### src/pidc_pkg.sv
// Shared types and constants for the positional PID block.
// No dependencies; imported by the drive interface and every module.
`timescale 1ns / 1ps

package pidc_pkg;

  localparam int GAIN_W     = 16;  // gains and setpoint
  localparam int LIMIT_W    = 8;   // integral clamp magnitude
  localparam int SUM_W      = 9;   // clamped integral, signed, holds +/-255
  localparam int DRIVE_W    = 32;  // controller output
  localparam int CFG_IDX_W  = 3;
  localparam int CFG_DATA_W = 16;

  localparam logic [CFG_IDX_W-1:0] REG_PROP_GAIN      = 3'd0;
  localparam logic [CFG_IDX_W-1:0] REG_INTEG_GAIN     = 3'd1;
  localparam logic [CFG_IDX_W-1:0] REG_DERIV_GAIN     = 3'd2;
  localparam logic [CFG_IDX_W-1:0] REG_SETPOINT       = 3'd3;
  localparam logic [CFG_IDX_W-1:0] REG_INTEGRAL_LIMIT = 3'd4;

  localparam logic [LIMIT_W-1:0] LIMIT_RESET = 8'd166;

endpackage

### src/pidc_if.sv
// Valid/ready channel interfaces: measurement samples in, drive values out.
// Depends on pidc_pkg for the drive width.
`timescale 1ns / 1ps

interface pidc_sample_if #(
  parameter int MEAS_WIDTH = 16
) ();
  logic                         valid;
  logic                         ready;
  logic signed [MEAS_WIDTH-1:0] measurement;

  modport source (output valid, output measurement, input ready);
  modport sink   (input valid, input measurement, output ready);
endinterface

interface pidc_drive_if import pidc_pkg::*; ();
  logic                      valid;
  logic                      ready;
  logic signed [DRIVE_W-1:0] drive;

  modport source (output valid, output drive, input ready);
  modport sink   (input valid, input drive, output ready);
endinterface

### src/pidc_integ.sv
// Error, clamped integral and error difference for one sample.
// Depends on pidc_pkg; used by positional_pid_integral_clamp.
`timescale 1ns / 1ps

module pidc_integ import pidc_pkg::*; #(
  parameter int MEAS_WIDTH = 16
) (
  input  logic signed [GAIN_W-1:0]                                   setpoint,
  input  logic signed [MEAS_WIDTH-1:0]                               measurement,
  input  logic        [LIMIT_W-1:0]                                  integral_limit,
  input  logic signed [SUM_W-1:0]                                    error_sum,
  input  logic signed [((MEAS_WIDTH > GAIN_W) ? MEAS_WIDTH : GAIN_W):0] prior_error,
  output logic signed [((MEAS_WIDTH > GAIN_W) ? MEAS_WIDTH : GAIN_W):0] err,
  output logic signed [SUM_W-1:0]                                    sum,
  output logic signed [((MEAS_WIDTH > GAIN_W) ? MEAS_WIDTH : GAIN_W)+1:0] diff
);

  localparam int ERR_W = ((MEAS_WIDTH > GAIN_W) ? MEAS_WIDTH : GAIN_W) + 1;

  logic signed [ERR_W:0] sum_wide;
  logic signed [ERR_W:0] lim_pos;
  logic signed [ERR_W:0] lim_neg;
  logic signed [ERR_W:0] clamped;

  // ERR_W-1 covers both operands, so the difference cannot overflow
  assign err  = ERR_W'(setpoint) - ERR_W'(measurement);
  assign diff = (ERR_W+1)'(err) - (ERR_W+1)'(prior_error);

  assign sum_wide = (ERR_W+1)'(error_sum) + (ERR_W+1)'(err);
  assign lim_pos  = signed'((ERR_W+1)'(integral_limit));
  assign lim_neg  = -lim_pos;

  // upper bound wins; a zero limit pins the sum at zero
  always_comb begin
    if (sum_wide >= lim_pos) begin
      clamped = lim_pos;
    end else if (sum_wide <= lim_neg) begin
      clamped = lim_neg;
    end else begin
      clamped = sum_wide;
    end
  end

  assign sum = clamped[SUM_W-1:0];

endmodule

### src/pidc_terms.sv
// Gain products, their sum and the arithmetic fraction shift.
// Depends on pidc_pkg; used by positional_pid_integral_clamp.
`timescale 1ns / 1ps

module pidc_terms import pidc_pkg::*; #(
  parameter int MEAS_WIDTH     = 16,
  parameter int GAIN_FRAC_BITS = 8
) (
  input  logic signed [GAIN_W-1:0]                                     prop_gain,
  input  logic signed [GAIN_W-1:0]                                     integ_gain,
  input  logic signed [GAIN_W-1:0]                                     deriv_gain,
  input  logic signed [((MEAS_WIDTH > GAIN_W) ? MEAS_WIDTH : GAIN_W):0]   err,
  input  logic signed [SUM_W-1:0]                                      sum,
  input  logic signed [((MEAS_WIDTH > GAIN_W) ? MEAS_WIDTH : GAIN_W)+1:0] diff,
  output logic signed [DRIVE_W-1:0]                                    drive
);

  localparam int ERR_W  = ((MEAS_WIDTH > GAIN_W) ? MEAS_WIDTH : GAIN_W) + 1;
  localparam int PROD_W = GAIN_W + ERR_W + 1;
  localparam int ACC_W  = PROD_W + 2;
  localparam int EXT_W  = ACC_W + DRIVE_W;

  logic signed [PROD_W-1:0] p_term;
  logic signed [PROD_W-1:0] i_term;
  logic signed [PROD_W-1:0] d_term;
  logic signed [ACC_W-1:0]  acc;
  logic signed [EXT_W-1:0]  acc_ext;
  logic signed [EXT_W-1:0]  shifted;

  assign p_term = PROD_W'(prop_gain) * PROD_W'(err);
  assign i_term = PROD_W'(integ_gain) * PROD_W'(sum);
  assign d_term = PROD_W'(deriv_gain) * PROD_W'(diff);

  assign acc     = ACC_W'(p_term) + ACC_W'(i_term) + ACC_W'(d_term);
  // widen before the shift so the low word is right for any fraction width
  assign acc_ext = EXT_W'(acc);
  assign shifted = acc_ext >>> GAIN_FRAC_BITS;
  assign drive   = shifted[DRIVE_W-1:0];

endmodule

### src/positional_pid_integral_clamp.sv
// Positional PID with clamped integral. A sample passes the s0, s1 and s2
// registers to the output. Throughput: one sample per cycle unless command.ready
// stalls it, set by the error/integral feedback register.
// Reset clears the integral, the stored error and the pipeline, and loads
// the gains and setpoint with zero and the integral limit with 166.
`timescale 1ns / 1ps

module positional_pid_integral_clamp import pidc_pkg::*; #(
  parameter int MEAS_WIDTH     = 16,
  parameter int GAIN_FRAC_BITS = 8
) (
  input  logic                  clk,
  input  logic                  rst,
  input  logic                  cfg_wr_en,
  input  logic [CFG_IDX_W-1:0]  cfg_index,
  input  logic [CFG_DATA_W-1:0] cfg_data,
  pidc_sample_if.sink           sample,
  pidc_drive_if.source          command
);

  localparam int ERR_W = ((MEAS_WIDTH > GAIN_W) ? MEAS_WIDTH : GAIN_W) + 1;

  // configuration
  logic signed [GAIN_W-1:0] prop_gain;
  logic signed [GAIN_W-1:0] integ_gain;
  logic signed [GAIN_W-1:0] deriv_gain;
  logic signed [GAIN_W-1:0] setpoint;
  logic        [LIMIT_W-1:0] integral_limit;

  // controller state
  logic signed [ERR_W-1:0] prior_error;
  logic signed [SUM_W-1:0] error_sum;

  // pipeline registers
  logic                         s0_valid;
  logic signed [MEAS_WIDTH-1:0] s0_meas;
  logic                         s1_valid;
  logic signed [ERR_W-1:0]      s1_err;
  logic signed [SUM_W-1:0]      s1_sum;
  logic signed [ERR_W:0]        s1_diff;
  logic                         s2_valid;
  logic signed [DRIVE_W-1:0]    s2_drive;

  logic s0_ready;
  logic s1_ready;
  logic s2_ready;
  logic s0_load;
  logic s1_load;
  logic s2_load;

  logic signed [ERR_W-1:0]   err_next;
  logic signed [SUM_W-1:0]   sum_next;
  logic signed [ERR_W:0]     diff_next;
  logic signed [DRIVE_W-1:0] drive_next;

  always_ff @(posedge clk) begin
    if (rst) begin
      prop_gain      <= '0;
      integ_gain     <= '0;
      deriv_gain     <= '0;
      setpoint       <= '0;
      integral_limit <= LIMIT_RESET;
    end else if (cfg_wr_en) begin
      case (cfg_index)
        REG_PROP_GAIN:      prop_gain      <= cfg_data;
        REG_INTEG_GAIN:     integ_gain     <= cfg_data;
        REG_DERIV_GAIN:     deriv_gain     <= cfg_data;
        REG_SETPOINT:       setpoint       <= cfg_data;
        REG_INTEGRAL_LIMIT: integral_limit <= cfg_data[LIMIT_W-1:0];
        default: ;
      endcase
    end
  end

  // a stage takes new data when it is empty or its contents move on
  assign s2_ready = !s2_valid || command.ready;
  assign s1_ready = !s1_valid || s2_ready;
  assign s0_ready = !s0_valid || s1_ready;

  assign s0_load = sample.valid && s0_ready;
  assign s1_load = s0_valid && s1_ready;
  assign s2_load = s1_valid && s2_ready;

  assign sample.ready  = s0_ready;
  assign command.valid = s2_valid;
  assign command.drive = s2_drive;

  pidc_integ #(
    .MEAS_WIDTH (MEAS_WIDTH)
  ) u_integ (
    .setpoint       (setpoint),
    .measurement    (s0_meas),
    .integral_limit (integral_limit),
    .error_sum      (error_sum),
    .prior_error    (prior_error),
    .err            (err_next),
    .sum            (sum_next),
    .diff           (diff_next)
  );

  pidc_terms #(
    .MEAS_WIDTH     (MEAS_WIDTH),
    .GAIN_FRAC_BITS (GAIN_FRAC_BITS)
  ) u_terms (
    .prop_gain  (prop_gain),
    .integ_gain (integ_gain),
    .deriv_gain (deriv_gain),
    .err        (s1_err),
    .sum        (s1_sum),
    .diff       (s1_diff),
    .drive      (drive_next)
  );

  always_ff @(posedge clk) begin
    if (rst) begin
      s0_valid    <= 1'b0;
      s1_valid    <= 1'b0;
      s2_valid    <= 1'b0;
      prior_error <= '0;
      error_sum   <= '0;
    end else begin
      if (s0_ready) begin
        s0_valid <= sample.valid;
      end
      if (s1_ready) begin
        s1_valid <= s0_valid;
      end
      if (s2_ready) begin
        s2_valid <= s1_valid;
      end
      // state advances once per sample, as it enters the term stage
      if (s1_load) begin
        prior_error <= err_next;
        error_sum   <= sum_next;
      end
    end
  end

  always_ff @(posedge clk) begin
    if (s0_load) begin
      s0_meas <= sample.measurement;
    end
    if (s1_load) begin
      s1_err  <= err_next;
      s1_sum  <= sum_next;
      s1_diff <= diff_next;
    end
    if (s2_load) begin
      s2_drive <= drive_next;
    end
  end

endmodule
### src/flat_wrapper.sv
// flat-port wrapper written by rule: the top's interface ports become plain ports
module positional_pid_integral_clamp_flat import pidc_pkg::*;
#(
  parameter int MEAS_WIDTH     = 16,
  parameter int GAIN_FRAC_BITS = 8
)
  (clk, rst, cfg_wr_en, cfg_index, cfg_data, sample_valid, sample_measurement, sample_ready, command_valid, command_drive, command_ready);
  pidc_sample_if #(.MEAS_WIDTH(MEAS_WIDTH)) sample_i ();
  pidc_drive_if command_i ();
  input  logic clk;
  input  logic rst;
  input  logic cfg_wr_en;
  input  logic [CFG_IDX_W-1:0] cfg_index;
  input  logic [CFG_DATA_W-1:0] cfg_data;
  input wire logic [$bits(sample_i.valid)-1:0] sample_valid;
  input wire logic [$bits(sample_i.measurement)-1:0] sample_measurement;
  output wire logic [$bits(sample_i.ready)-1:0] sample_ready;
  output wire logic [$bits(command_i.valid)-1:0] command_valid;
  output wire logic [$bits(command_i.drive)-1:0] command_drive;
  input wire logic [$bits(command_i.ready)-1:0] command_ready;
  assign sample_i.valid = sample_valid;
  assign sample_i.measurement = sample_measurement;
  assign sample_ready = sample_i.ready;
  assign command_valid = command_i.valid;
  assign command_drive = command_i.drive;
  assign command_i.ready = command_ready;
  positional_pid_integral_clamp #(.MEAS_WIDTH(MEAS_WIDTH), .GAIN_FRAC_BITS(GAIN_FRAC_BITS)) u_core (.clk(clk), .rst(rst), .cfg_wr_en(cfg_wr_en), .cfg_index(cfg_index), .cfg_data(cfg_data), .sample(sample_i), .command(command_i));
endmodule
### config.mk
export PLATFORM = sky130hd
export DESIGN_NAME = positional_pid_integral_clamp_flat
export DESIGN_NICKNAME = d
export VERILOG_FILES = /design/src/pidc_pkg.sv /design/src/pidc_if.sv /design/src/pidc_integ.sv /design/src/pidc_terms.sv /design/src/positional_pid_integral_clamp.sv /design/src/flat_wrapper.sv
export SDC_FILE = /design/constraint.sdc
export NUM_CORES = 2
export LEC_CHECK = 0
export CORE_UTILIZATION = 40
export DETAILED_ROUTE_END_ITERATION = 6
export DONT_BUFFER_PORTS = 1
export HOLD_SLACK_MARGIN = 0.03
export PLACE_DENSITY = 0.52
export SLEW_MARGIN = 20
export SYNTH_ARGS = -nofsm -noshare
export SYNTH_HDL_FRONTEND = slang
export SYNTH_SLANG_ARGS = --single-unit
### constraint.sdc
create_clock -name clk -period 10.6 [get_ports clk]
set_input_delay 1.06 -clock clk [delete_from_list [all_inputs] [get_ports clk]]
set_output_delay 1.06 -clock clk [all_outputs]
set_load 0.005 [all_outputs]
==> results.md <==
- Status: finished with violations
- Failing checks: DRC
- Share of layout cells above drive strength 1: under 10%
- Worst-path maximum fanout: 19
- Synth unique cells: between 70 and 80
- # port buffers: 0
- #FFs+latches synth: 188
- Cts bufs inserted: 17
- Drt wl/cell: between 15 and 20 um
- Tmin final: 8.85 ns
- Largest net degree at the start of global routing: 110
- Gr ovfl total: 0
- Global-route wire length before repair: between 150 and 200 mm
- Layout Skew: between 0.03 and 0.04 ns
- Total number of vias: 23700
- Finished Layout Cells: 4765
- Number of global-route vias before repair: 25800
- Post-cts resize count: 0
- Sequential share of the synthesized area: 12.9%
- Layout Utilization: a little over two fifths
- Root Buffer: clkbuf_16
- Yosys warnings: 0
- P&R area growth vs syn: 4.29%
- CTS tree: done
- Core Box Area: slightly below 90000 um^2
- Max-Slew Margin vs Limit: between 20% and 30%
- Fin area: between 30000 and 40000 um^2
- Prevailing post-synth register cell: dfxtp_1
- Initial Utilization: about 40%
- Clk Latency, worst-skew pair: around 0.52 ns
- WS Path Type: reg -> reg
- CTS max path bufs: 2
- Die width: between 300 and 400 um
- Fin. Hold Viols: 0
- Crit path DAT: slightly above 9 ns
- Via density: roughly 5.0
- Post-synth EDFFs: 87
- CP bufs+invs: 3
- Die ar.: between 90000 and 100000 um^2
- Setup-failing EPs final: 0
- DP Wirelength: roughly 80 mm
- Max Cap Viol: 0
- Max Freq: about 0.11 GHz
- Async S/R FF share, synth: 0%
- Hold-fix buffers, CTS: 0
- Routed Antenna Nets: 0
- Global Route Usage Sum: 21.8%
- RSZ-0062 raised after global routing: false
- Initial antenna violation count: 1
- Worst path max stage delay: approximately 0.74 ns
- Initial DRC count: 1349
- Power per cell area: about 110 nW/um^2
- Mapped Cells: about 3700
- Nets@finish: 4706
- Family with the most delay on the worst path: adder cells
- Worst vdd ir: between 0.1 and 0.15 mV
- Crit share post-route: between 80 and 90%
- Placed Cells: about 4700
- Critical Path RT: 10.86 ns
- Crit path top cell by count: fa_1
- Postcts setup bufs: 0
- Placed inst area: 36900 um^2
- Total Wirelength: a little over 90 mm
- GPL Wtd Cong: 0.835
- Crit path capture type: register
- Hold WC Path Type: reg -> reg
- Slowest cell on crit path: dfxtp_1
- Post-Syn Nets: between 4000 and 5000
- Worst Tran Pin Value: between 1 and 1.5 ns
- Cell Area, Synth: around 36000 um^2
- H-tree lvl count: 4
- Crit path cell chain: nand2_1 -> fa_1 -> inv_1 -> fa_1 -> fa_1 -> fa_1 -> inv_1 -> fa_1 -> inv_1 -> fa_1 -> fa_1 -> fa_1 -> ha_1 -> ha_1 -> a21o_1 -> a21oi_1 -> nand2_1 -> or3_1 -> o211ai_1 -> o31ai_1 -> or4_1 -> a31oi_1 -> xnor2_1
- Final Power: roughly 4.1 mW
- CP Launch Type: register
- Post-route DRC: 10
- Setup TNS: 0 ns
- Fin. max-slew vios: 0
- CTS sink cnt: about 190
- Pre-Repair DR Iteration Count: 7
- Avg Cell Area, Syn: just under 10 um^2
- Die Y: ~300 um
- Clock-pin slew on the worst setup and hold paths: 0.09 ns
- Num ports: 74
- Pleak: approximately 18 nW
- Row count: 109
[power breakdown]
part	switching (mW)	internal, mW	total [mW]
logic	1.36	0.982	2.34
clock network	0.391	0.326	0.717
registers	0.150	0.913	1.06
[final cells by class]
cell class,instances,area (um^2)
Tap cell,1165,1460
Multi-Input combinational cell,2572,27800
Clock inverter,14,165
Fill cell,8658,51300
Timing Repair Buffer,5,37.5
Clock buffer,18,439
Sequential cell,188,4630
Antenna cell,1,2.50
Inverter,802,3010
[worst paths after layout]
| kind | start | end | slack (ns) | cells past startpoint |
|---|---|---|---|---|
| setup / recovery | u_core.deriv_gain[0]$_SDFFE_PP0P_ | u_core.command.drive[26]$_DFFE_PP_ | 1.75 | 23 |
| hold / removal | u_core.prior_error[3]$_SDFFE_PP0P_ | u_core.prior_error[3]$_SDFFE_PP0P_ | 0.46 | 2 |
| setup reg to reg | u_core.deriv_gain[0]$_SDFFE_PP0P_ | u_core.command.drive[26]$_DFFE_PP_ | 1.75 | 23 |
| hold reg to reg | u_core.prior_error[3]$_SDFFE_PP0P_ | u_core.prior_error[3]$_SDFFE_PP0P_ | 0.46 | 2 |
[cells by family (layout without fill, tap and decap cells)]
| group | Yosys count | count (layout) | synth area share, % |
|---|---|---|---|
| AO/OA/AOI/OAI | 294 | 294 | 5.26 |
| buffers and inverters | 952 | 839 | 10.0 |
| adder cells (fa/ha/maj) | 1080 | 1080 | 55.0 |
| flip-flops | 188 | 188 | 12.9 |
| multiplexers | 6 | 6 | 0.188 |
| other | 0 | 1 | 0 |
| XOR/XNOR | 81 | 81 | 1.97 |
| AND/OR/NAND/NOR | 1111 | 1111 | 14.7 |
[flip-flops by register name, summed over array words and instances (netlist names), 8 cells and up]
signal and flops:
u_core.deriv_gain 16, u_core.command.drive 27, u_core.integral_limit 8, u_core.integ_gain 16, u_core.s1_diff 18, u_core.s1_sum 9
u_core.setpoint 16, u_core.s1_err 17, u_core.prior_error 17, u_core.prop_gain 16, u_core.s0_meas 16, u_core.error_sum 9
[per-stage QoR]
step	setup slack [ns]	hold WS [ns]
final	1.75	0.457
after global routing	1.34	0.467
after CTS	1.62	0.455
after detailed placement	1.61	0.444
after global placement	1.83	0.439
after floorplan	2.76	0.436
[worst register-to-register path: stages (launching register included)]
cell and delay, ns:
dfxtp_1 0.74, nand2_1 0.65, fa_1 0.70, inv_1 0.05
fa_1 0.52, fa_1 0.43, fa_1 0.50, inv_1 0.05
fa_1 0.49, inv_1 0.05, fa_1 0.55, fa_1 0.44
fa_1 0.46, ha_1 0.29, ha_1 0.34, a21o_1 0.20
a21oi_1 0.17, nand2_1 0.08, or3_1 0.36, o211ai_1 0.52
o31ai_1 0.25, or4_1 0.47, a31oi_1 0.22, xnor2_1 0.08
[routing by layer]
metal	vias up	track usage, %	part of all wire (%)
met5	-	0	0
li1	10900	-	-
met1	12400	31.9	49
met3	42	3.10	4.5
met4	0	3.46	1.0
met2	397	35.1	46
[cells in the final DEF (no fill, tap or decap), types with 40 or more instances in the layout]
cell type,count
fa_1,833
nand2b_1,40
nand2_1,593
nor2_1,60
dfxtp_1,101
edfxtp_1,87
xnor2_1,62
a21oi_1,144
ha_1,246
inv_1,800
and2_1,277
[Yosys cell counts, drive strengths merged, types with 3 or more instances]
cell	number	area [um^2]
o21bai	8	60.1
a21oi	145	729
a211o	5	45.0
o21a	11	82.6
a211oi	6	45.0
nand4b	3	26.3
inv	801	3010
xnor2	62	543
and2	277	1730
a31o	4	35.0
nand3b	12	90.1
clkbuf	137	514
o31ai	5	51.3
a21o	25	188
edfxtp	87	2610
or2	5	31.3
nand3	26	130
nor2	62	240
xor2	19	166
mux2	6	67.6
fa	833	16700
ha	247	3090
and3	16	100
and4	3	26.3
nand2	593	2230
nor4b	3	26.3
a31oi	8	50.1
nor4	3	18.8
or3	6	37.5
nand4	7	43.8
o211ai	7	52.6
nor3	23	115
nor2b	27	169
a311oi	7	61.3
o21ai	27	135
a32o	3	30.0
a2111oi	8	88.8
buf	13	72.6
nand2b	40	250
o311ai	3	26.3
dfxtp	101	2020
Power figures use the tool's default switching activity.
